$ cat src/hw/rtl/esp_pkg.sv
package esp_pkg;

   // widths fixed by the item and register layout
   localparam int FACTOR_W     = 24;
   localparam int SPEED_W      = 8;
   localparam int ADC_W        = 10;
   localparam int STAMP_FIELD_W = 16;
   localparam int DUTY_W       = 15;
   localparam int SUM_W        = 16;
   localparam int ERR_W        = SPEED_W + 2;
   localparam int PROD_W       = SPEED_W + ADC_W;
   localparam int DUTY_CALC_W  = SUM_W + 2;
   localparam int REQ_DATA_W   = 32;
   localparam int RSP_DATA_W   = 24;
   localparam int CSR_INDEX_W  = 2;
   localparam int CSR_DATA_W   = FACTOR_W;

   localparam int STAMP_BITS_DEF = 16;

   localparam logic [FACTOR_W-1:0] FACTOR_RESET     = 24'd73242;
   localparam logic [SPEED_W-1:0]  CEILING_RESET    = 8'd150;
   localparam logic [SPEED_W-1:0]  FULL_SCALE_RESET = 8'd80;
   localparam logic [ADC_W-1:0]    ADC_FULL         = 10'd1023;
   localparam logic signed [DUTY_CALC_W-1:0] DUTY_MAX = 18'sd20000;
   localparam logic [DUTY_W-1:0]   DUTY_MAX_OUT     = 15'd20000;

   typedef enum logic [1:0] {
      KIND_CAPTURE = 2'd0,
      KIND_TICK    = 2'd1,
      KIND_TARGET  = 2'd2
   } kind_type;

   typedef enum logic [CSR_INDEX_W-1:0] {
      REG_SPEED_FACTOR      = 2'd0,
      REG_SPEED_CEILING     = 2'd1,
      REG_TARGET_FULL_SCALE = 2'd2
   } reg_index_type;

   typedef struct packed {
      logic capture;
      logic tgt_mul;
      logic tgt_fix;
      logic div_start;
      logic pi_sum;
      logic pi_duty;
   } cmd_type;

   typedef struct packed {
      logic period_zero;
      logic div_done;
      logic out_busy;
   } sts_type;

endpackage

$ cat src/hw/rtl/esp_div.sv
module esp_div import esp_pkg::*; #(
   parameter int STAMP_BITS = STAMP_BITS_DEF
) (
   input  logic                  clock,
   input  logic                  reset,
   input  logic                  start,
   input  logic [FACTOR_W-1:0]   dividend,
   input  logic [STAMP_BITS-1:0] divisor,
   output logic                  done,
   output logic [FACTOR_W-1:0]   quotient
);

   localparam int CNT_W = $clog2(FACTOR_W);
   localparam logic [CNT_W-1:0] CNT_LAST = CNT_W'(FACTOR_W - 1);

   logic                  busy_ff, busy_in;
   logic [CNT_W-1:0]      cnt_ff, cnt_in;
   logic [FACTOR_W-1:0]   acc_ff, acc_in;
   logic [STAMP_BITS-1:0] rem_ff, rem_in;

   logic [STAMP_BITS:0]   trial;
   logic [STAMP_BITS:0]   diff;
   logic                  fits;

   // restoring division, one quotient bit per cycle shifted into the dividend register
   assign trial = {rem_ff, acc_ff[FACTOR_W-1]};
   assign diff  = trial - {1'b0, divisor};
   assign fits  = !diff[STAMP_BITS];
   assign done  = busy_ff && (cnt_ff == CNT_LAST);
   assign quotient = acc_ff;

   always_comb begin
      busy_in = busy_ff;
      cnt_in  = cnt_ff;
      acc_in  = acc_ff;
      rem_in  = rem_ff;
      if (start) begin
         busy_in = 1'b1;
         cnt_in  = '0;
         acc_in  = dividend;
         rem_in  = '0;
      end else if (busy_ff) begin
         rem_in = fits ? diff[STAMP_BITS-1:0] : trial[STAMP_BITS-1:0];
         acc_in = {acc_ff[FACTOR_W-2:0], fits};
         cnt_in = cnt_ff + 1'b1;
         if (done) begin
            busy_in = 1'b0;
         end
      end
   end

   always_ff @(posedge clock) begin
      if (reset) begin
         busy_ff <= 1'b0;
         cnt_ff  <= '0;
      end else begin
         busy_ff <= busy_in;
         cnt_ff  <= cnt_in;
      end
      acc_ff <= acc_in;
      rem_ff <= rem_in;
   end

   a_done_ends: assert property (@(posedge clock) disable iff (reset)
      done && !start |=> !busy_ff)
      else $error("divider still busy after last step");

endmodule

$ cat src/hw/rtl/esp_dp.sv
module esp_dp import esp_pkg::*; #(
   parameter int STAMP_BITS = STAMP_BITS_DEF
) (
   input  logic                     clock,
   input  logic                     reset,
   input  cmd_type                  cmd,
   output sts_type                  sts,
   input  logic [STAMP_FIELD_W-1:0] stamp,
   input  logic [ADC_W-1:0]         adc,
   input  logic                     csr_valid,
   input  logic [CSR_INDEX_W-1:0]   csr_index,
   input  logic [CSR_DATA_W-1:0]    csr_data,
   output logic                     rsp_valid,
   input  logic                     rsp_ready,
   output logic [DUTY_W-1:0]        rsp_duty,
   output logic [SPEED_W-1:0]       rsp_speed,
   output logic                     rsp_clamped
);

   logic [FACTOR_W-1:0]   factor_ff;
   logic [SPEED_W-1:0]    ceiling_ff;
   logic [SPEED_W-1:0]    full_scale_ff;

   logic [STAMP_BITS-1:0] last_stamp_ff;
   logic [STAMP_BITS-1:0] period_ff;
   logic [SPEED_W-1:0]    target_ff;
   logic signed [SUM_W-1:0] error_sum_ff;

   logic [PROD_W-1:0]     prod_ff;
   logic [SPEED_W-1:0]    speed_ff, speed_in;
   logic signed [ERR_W-1:0] err_ff, err_in;
   logic signed [SUM_W-1:0] sum_ff, sum_in;

   logic                  rsp_valid_ff;
   logic [DUTY_W-1:0]     rsp_duty_ff, rsp_duty_in;
   logic [SPEED_W-1:0]    rsp_speed_ff;
   logic                  rsp_clamped_ff, rsp_clamped_in;

   logic [STAMP_BITS-1:0] stamp_w;
   logic [FACTOR_W-1:0]   quotient;
   logic                  div_done;

   logic [SPEED_W-1:0]    q_est;
   logic [ADC_W:0]        q_rem;
   logic [SPEED_W-1:0]    target_in;

   logic [SUM_W:0]        sum_wide;
   logic signed [DUTY_CALC_W-1:0] err_x;
   logic signed [DUTY_CALC_W-1:0] duty;

   esp_div #(.STAMP_BITS(STAMP_BITS)) u_div (
      .clock    (clock),
      .reset    (reset),
      .start    (cmd.div_start),
      .dividend (factor_ff),
      .divisor  (period_ff),
      .done     (div_done),
      .quotient (quotient)
   );

   assign stamp_w = STAMP_BITS'(stamp);

   // x / 1023: estimate x >> 10, the leftover stays below 2 * 1023
   assign q_est = prod_ff[PROD_W-1:ADC_W];
   assign q_rem = {1'b0, prod_ff[ADC_W-1:0]} + {3'b000, q_est};
   assign target_in = (q_rem >= {1'b0, ADC_FULL}) ? q_est + 1'b1 : q_est;

   always_comb begin
      if (period_ff == '0) begin
         speed_in = ceiling_ff;
      end else if (quotient > {{(FACTOR_W-SPEED_W){1'b0}}, ceiling_ff}) begin
         speed_in = ceiling_ff;
      end else begin
         speed_in = quotient[SPEED_W-1:0];
      end
      err_in   = $signed({2'b00, target_ff}) - $signed({2'b00, speed_in});
      sum_wide = {error_sum_ff[SUM_W-1], error_sum_ff}
                 + {{(SUM_W+1-ERR_W){err_in[ERR_W-1]}}, err_in};
      if (sum_wide[SUM_W] != sum_wide[SUM_W-1]) begin
         sum_in = sum_wide[SUM_W] ? {1'b1, {(SUM_W-1){1'b0}}} : {1'b0, {(SUM_W-1){1'b1}}};
      end else begin
         sum_in = sum_wide[SUM_W-1:0];
      end
   end

   always_comb begin
      err_x = {{(DUTY_CALC_W-ERR_W){err_ff[ERR_W-1]}}, err_ff};
      duty  = (err_x <<< 3) + (err_x <<< 1)
              + {{(DUTY_CALC_W-SUM_W){sum_ff[SUM_W-1]}}, sum_ff};
      if (duty > DUTY_MAX) begin
         rsp_duty_in    = DUTY_MAX_OUT;
         rsp_clamped_in = 1'b1;
      end else if (duty[DUTY_CALC_W-1]) begin
         rsp_duty_in    = '0;
         rsp_clamped_in = 1'b1;
      end else begin
         rsp_duty_in    = duty[DUTY_W-1:0];
         rsp_clamped_in = 1'b0;
      end
   end

   always_ff @(posedge clock) begin
      if (reset) begin
         factor_ff     <= FACTOR_RESET;
         ceiling_ff    <= CEILING_RESET;
         full_scale_ff <= FULL_SCALE_RESET;
      end else if (csr_valid) begin
         case (csr_index)
            REG_SPEED_FACTOR:      factor_ff     <= csr_data;
            REG_SPEED_CEILING:     ceiling_ff    <= csr_data[SPEED_W-1:0];
            REG_TARGET_FULL_SCALE: full_scale_ff <= csr_data[SPEED_W-1:0];
            default: ;
         endcase
      end
   end

   always_ff @(posedge clock) begin
      if (reset) begin
         last_stamp_ff <= '0;
         period_ff     <= '0;
         target_ff     <= '0;
         error_sum_ff  <= '0;
         rsp_valid_ff  <= 1'b0;
      end else begin
         if (cmd.capture) begin
            period_ff     <= stamp_w - last_stamp_ff;
            last_stamp_ff <= stamp_w;
         end
         if (cmd.tgt_fix) begin
            target_ff <= target_in;
         end
         if (cmd.pi_duty && !rsp_clamped_in) begin
            error_sum_ff <= sum_ff;
         end
         if (cmd.pi_duty) begin
            rsp_valid_ff <= 1'b1;
         end else if (rsp_ready) begin
            rsp_valid_ff <= 1'b0;
         end
      end
   end

   always_ff @(posedge clock) begin
      if (cmd.tgt_mul) begin
         prod_ff <= full_scale_ff * adc;
      end
      if (cmd.pi_sum) begin
         speed_ff <= speed_in;
         err_ff   <= err_in;
         sum_ff   <= sum_in;
      end
      if (cmd.pi_duty) begin
         rsp_duty_ff    <= rsp_duty_in;
         rsp_speed_ff   <= speed_ff;
         rsp_clamped_ff <= rsp_clamped_in;
      end
   end

   assign sts.period_zero = (period_ff == '0);
   assign sts.div_done    = div_done;
   assign sts.out_busy    = rsp_valid_ff && !rsp_ready;

   assign rsp_valid   = rsp_valid_ff;
   assign rsp_duty    = rsp_duty_ff;
   assign rsp_speed   = rsp_speed_ff;
   assign rsp_clamped = rsp_clamped_ff;

   a_rsp_from_duty: assert property (@(posedge clock) disable iff (reset)
      $rose(rsp_valid_ff) |-> $past(cmd.pi_duty))
      else $error("response raised without a duty step");

   a_clamp_holds_sum: assert property (@(posedge clock) disable iff (reset)
      cmd.pi_duty && rsp_clamped_in |=> $stable(error_sum_ff))
      else $error("error sum moved on a clamped duty");

endmodule

$ cat src/hw/rtl/esp_ctrl.sv
module esp_ctrl import esp_pkg::*; (
   input  logic       clock,
   input  logic       reset,
   input  logic       req_valid,
   input  logic [1:0] req_kind,
   output logic       req_ready,
   input  sts_type    sts,
   output cmd_type    cmd
);

   typedef enum logic [4:0] {
      S_IDLE   = 5'b00001,
      S_TARGET = 5'b00010,
      S_DIVIDE = 5'b00100,
      S_SUM    = 5'b01000,
      S_DUTY   = 5'b10000
   } state_type;

   state_type state_ff, state_in;

   assign req_ready = (state_ff == S_IDLE);

   always_comb begin
      state_in = state_ff;
      cmd      = '0;
      case (state_ff)
         S_IDLE: begin
            if (req_valid) begin
               case (req_kind)
                  KIND_CAPTURE: cmd.capture = 1'b1;
                  KIND_TARGET: begin
                     cmd.tgt_mul = 1'b1;
                     state_in    = S_TARGET;
                  end
                  KIND_TICK: begin
                     if (sts.period_zero) begin
                        state_in = S_SUM;
                     end else begin
                        cmd.div_start = 1'b1;
                        state_in      = S_DIVIDE;
                     end
                  end
                  default: ;
               endcase
            end
         end
         S_TARGET: begin
            cmd.tgt_fix = 1'b1;
            state_in    = S_IDLE;
         end
         S_DIVIDE: begin
            if (sts.div_done) begin
               state_in = S_SUM;
            end
         end
         S_SUM: begin
            cmd.pi_sum = 1'b1;
            state_in   = S_DUTY;
         end
         S_DUTY: begin
            // hold the result until the output register frees up
            if (!sts.out_busy) begin
               cmd.pi_duty = 1'b1;
               state_in    = S_IDLE;
            end
         end
         default: state_in = S_IDLE;
      endcase
   end

   always_ff @(posedge clock) begin
      if (reset) begin
         state_ff <= S_IDLE;
      end else begin
         state_ff <= state_in;
      end
   end

   a_tick_divides: assert property (@(posedge clock) disable iff (reset)
      req_valid && req_ready && (req_kind == KIND_TICK) && !sts.period_zero
      |=> state_ff == S_DIVIDE)
      else $error("tick with a period did not start the divider");

   a_duty_waits: assert property (@(posedge clock) disable iff (reset)
      (state_ff == S_DUTY) && sts.out_busy |=> state_ff == S_DUTY)
      else $error("duty step left while output was occupied");

endmodule

$ cat src/hw/rtl/encoder_speed_pi_controller.sv
// capture request: taken in idle; target request: multiply, then divide by 1023
// tick request: 24-step restoring divider for speed (skipped for a zero period), PI sum,
// then duty step (held while output busy); response valid and next request taken after it
// the response sits in an output register, so a new request is taken while it waits
// reset (synchronous, active high) restores the register defaults and clears period,
// last stamp, target speed, error sum and the response valid
module encoder_speed_pi_controller import esp_pkg::*; #(
   parameter int STAMP_BITS = STAMP_BITS_DEF
) (
   input  logic                   clock,
   input  logic                   reset,
   input  logic                   req_tvalid,
   output logic                   req_tready,
   input  logic [REQ_DATA_W-1:0]  req_tdata,  // capture_stamp[15:0], adc_value[25:16], zero
   input  logic [1:0]             req_tuser,  // kind[1:0]
   output logic                   rsp_tvalid,
   input  logic                   rsp_tready,
   output logic [RSP_DATA_W-1:0]  rsp_tdata,  // duty_scaled[14:0], measured_speed[22:15],
                                              // duty_clamped[23]
   input  logic                   csr_valid,
   output logic                   csr_ready,
   input  logic [CSR_INDEX_W-1:0] csr_index,
   input  logic [CSR_DATA_W-1:0]  csr_data
);

   cmd_type              cmd;
   sts_type              sts;
   logic [DUTY_W-1:0]    rsp_duty;
   logic [SPEED_W-1:0]   rsp_speed;
   logic                 rsp_clamped;

   assign csr_ready = 1'b1;

   esp_ctrl u_ctrl (
      .clock     (clock),
      .reset     (reset),
      .req_valid (req_tvalid),
      .req_kind  (req_tuser),
      .req_ready (req_tready),
      .sts       (sts),
      .cmd       (cmd)
   );

   esp_dp #(.STAMP_BITS(STAMP_BITS)) u_dp (
      .clock       (clock),
      .reset       (reset),
      .cmd         (cmd),
      .sts         (sts),
      .stamp       (req_tdata[STAMP_FIELD_W-1:0]),
      .adc         (req_tdata[STAMP_FIELD_W+ADC_W-1:STAMP_FIELD_W]),
      .csr_valid   (csr_valid),
      .csr_index   (csr_index),
      .csr_data    (csr_data),
      .rsp_valid   (rsp_tvalid),
      .rsp_ready   (rsp_tready),
      .rsp_duty    (rsp_duty),
      .rsp_speed   (rsp_speed),
      .rsp_clamped (rsp_clamped)
   );

   assign rsp_tdata = {rsp_clamped, rsp_speed, rsp_duty};

endmodule
$ cat config.mk
export PLATFORM = sky130hd
export DESIGN_NAME = encoder_speed_pi_controller
export DESIGN_NICKNAME = d
export VERILOG_FILES = /design/src/hw/rtl/esp_pkg.sv /design/src/hw/rtl/esp_div.sv /design/src/hw/rtl/esp_dp.sv /design/src/hw/rtl/esp_ctrl.sv /design/src/hw/rtl/encoder_speed_pi_controller.sv
export SDC_FILE = /design/constraint.sdc
export NUM_CORES = 1
export LEC_CHECK = 0
export BUFFER_PORTS_ARGS = -buffer_cell sky130_fd_sc_hd__buf_2
export CORE_ASPECT_RATIO = 0.8
export CORE_MARGIN = 2
export CORE_UTILIZATION = 39
export DETAILED_ROUTE_END_ITERATION = 7
export HOLD_SLACK_MARGIN = 0.05
export PLACE_DENSITY_LB_ADDON = 0.15
export SYNTH_ARGS = -nofsm -noshare
export SYNTH_HDL_FRONTEND = slang
export SYNTH_SLANG_ARGS = --single-unit
$ cat constraint.sdc
create_clock -name clock -period 6.9 [get_ports clock]
set_input_delay 0.69 -clock clock [delete_from_list [all_inputs] [get_ports clock]]
set_output_delay 0.69 -clock clock [all_outputs]
set_load 0.005 [all_outputs]
==> results.toml <==
[die]
rows = 64
io_pins = 92
die_w_um = 224
core-area_um2 = 38200
die_h_um = 180
die_area_um2 = 40300
start_util = 0.395

[clock_network]
clk_path_buf_depth = 3
clk_latency_ps = 540
path_clk_slew_ps = 60
numClockSinks = 223
cts_made_buffers = 26
htree_num_levels = 1
tritoncts = "done"
ctsHoldBuffers = 0
cts_root_buffer = "clkbuf_16"

[sta]
tightest_slew_ps = 1010
rsz0062_at_grt = "false"
tns_ps = 0
fmax_ghz = 0.157
fin_crit_ps = 6370
slew_headroom = 0.327
skew_ps = 17.5
finalWorstSetupSlack_ps = 531
slew_violations = 0
timing.hold.ws_ps = 357
period_share = 0.923
setup_viol = 0
finalHoldViolations = 0

[synthesis]
syn_area_um2 = 15100
yosysUniqueCellTypes = 84
synth_nets = 1913
synthTopCellsByArea = "edfxtp_1 (20%), dfxtp_1 (16%), ha_1 (11%)"
yosysSeqAreaShare = 0.361
syn_area_per_cell_um2 = 9.10
ys.flop_type = "dfxtp_1"
synth.top_cell.area_share = 0.197
ys_ff_latch = 223
ys_warn_count = 0
synth-edff-count = 99
synthArstFlopShare = 0
synth_top_area_cell = "edfxtp_1"
synthCells = 1659

[drt]
drt_iter0_drc = 552
dr_total_vias = 11200
drt-total-wl_mm = 33.7
viasPerCell = 5.03
drc = 0
firstDrtPassIters = 4
ant_nets = 0
wl_per_cell_um = 15.1

[power_and_ir_drop]
max-vdd-ir-drop_mv = 0.231
powerDensity_nw_per_um2 = 293
p_leak_nw = 7.23

[placement]
io_buffers = 84
dp.final_hpwl_mm = 25.2
place_congestion = 0.832
post-place-ws_ps = 277

[critical_path]
cp_max_fo = 13
end_kind = "flip-flop"
start_kind = "flip-flop"
max_stage_delay_ps = 410
critPathArrivalTime_ps = 6750
reg2reg_from = "u_dp.u_div.quotient[5]"
required_ps = 7280
crit_slowest_cell = "edfxtp_1"
crit_path_frequent_cell = "a21oi_1"
worstSetupPathType = "flip-flop to flip-flop"
startpoint = "u_dp.u_div.quotient[5]"

[cells_and_area]
drive_gt1_frac = 0.108
nNetsFinal = 1973
antenna_cells = 0
multi_input_area_um2 = 8870
sequential_cell_area_um2 = 5460
fillerInstances = 3703
area.growth.synth_to_final_pct = 12.2

[min_path]
hold_start = "csr_data[12]"
hold_class = "input port to flip-flop"

[grt]
grt_max_degree = 72
track_usage = 0.169
grt_overflow = 0
antenna_found_initial = 0
grt_pass1_wl_mm = 56.7
grt_pass1_vias = 11000

[run]
cap_viol_max_count = 0

[run_status]
status = "finished, final reports clean"
## flip-flops by register name (all words and copies together), names as in the netlist, 9 cells and up
name,flops
u_dp.sum_ff,16
u_dp.rsp_duty,15
u_dp.factor_ff,24
u_dp.prod_ff,18
u_dp.period_ff,16
u_dp.err_ff,9
u_dp.last_stamp_ff,16
u_dp.error_sum_ff,16
u_dp.u_div.quotient,24
u_dp.u_div.rem_ff,16
## final timing paths
kind                                      endpoint  slack (ps)  cells past startpoint
worst max-delay path                u_dp.sum_ff[5]         530                     28
worst max register to register      u_dp.sum_ff[5]         530                     28
worst min-delay path            u_dp.factor_ff[12]         360                      3
worst min register to register   u_dp.rsp_speed[7]         430                      0
## synthesized netlist by cell type, drive strengths merged (17+ instances only)
cell type	count
inv	142
a21o	22
edfxtp	99
ha	134
nand2	290
nor2	78
nor3	27
mux2i	50
dfxtp	124
nand3	31
fa	55
and2	55
o21ai	59
xor2	21
xnor2	68
o21bai	17
a21oi	135
clkbuf	52
## metal layers
layer / GRT usage / wire length, µm
met1: 0.254 / 18000
met2: 0.264 / 14300
met3: 0.0219 / 1040
met4: 0.0261 / 390
met5: 0 / 0
## worst max-delay path, delay by kind of cell (launching register included)
family / cells / cell delay, ps
AND/OR/NAND/NOR: 4 / 530
flip-flops: 1 / 410
buffers and inverters: 2 / 260
XOR/XNOR: 1 / 240
AO/OA/AOI/OAI: 16 / 3120
adder cells (fa/ha/maj): 5 / 1650
## layout by cell type, fill, tap and decap left out, types with 4 or more instances in the layout
cell type,instances
edfxtp_1,99
a21oi_1,135
a31oi_1,7
o21a_1,11
maj3_1,4
o21bai_1,16
ha_1,134
a21boi_0,6
nand2b_1,11
clkbuf_16,29
o31ai_1,5
xor2_1,20
nand4_1,7
nand4b_1,5
buf_4,13
nor4b_1,4
or3_1,9
dfxtp_1,124
clkinv_2,6
and3_1,8
nor2_1,77
nand2_1,289
buf_2,84
or2_2,5
mux2i_1,50
a21o_1,22
a211oi_1,13
fa_1,55
xnor2_1,66
o21ai_0,55
nor3_1,25
nand3b_1,5
nor2b_1,13
nand3_1,30
nor4_1,9
inv_1,141
and2_1,55
nor3b_1,5
## repair_timing
item	in CTS	in global routing
resized for setup	0	5
endpoints found under the setup margin	0	13
setup buffers	0	0
## report_power, final
part           switching [W]  internal [W]
Sequential          0.000110       0.00157
Combinational        0.00102      0.000781
Clock               0.000578      0.000909
Total                0.00171       0.00326
## area by class of cell
class | instances | area share
multi-input cells | 1229 | 0.523
flip-flops and latches | 223 | 0.322
clock buffers | 33 | 0.0455
well taps | 495 | 0.0366
inverters | 142 | 0.0315
repair buffers | 97 | 0.0306
clock inverters | 15 | 0.0105
## logic make-up after synthesis
group | synth area share
muxes | 0.0354
xor gates and xnor gates | 0.0521
and+or+nand+nor | 0.179
buffers and inverters | 0.0544
other | 0.000248
DFF | 0.361
adders and majority gates | 0.187
AOI/OAI and AO/OA | 0.131
## stage by stage
step / area [µm²] / util / total power [W] / instances
3_3_place_gp: 16000 / 0.418 / 0.00348 / 2186
3_5_place_dp: 16000 / 0.418 / 0.00351 / 2186
2_1_floorplan: 15100 / - / 0.00312 / 1659
4_1_cts: 16900 / 0.443 / 0.00503 / 2234
6_report: 16900 / 0.444 / 0.00497 / 2234
5_1_grt: 16900 / 0.444 / 0.00534 / 2234
No activity file was read; power rests on OpenSTA's default activity.
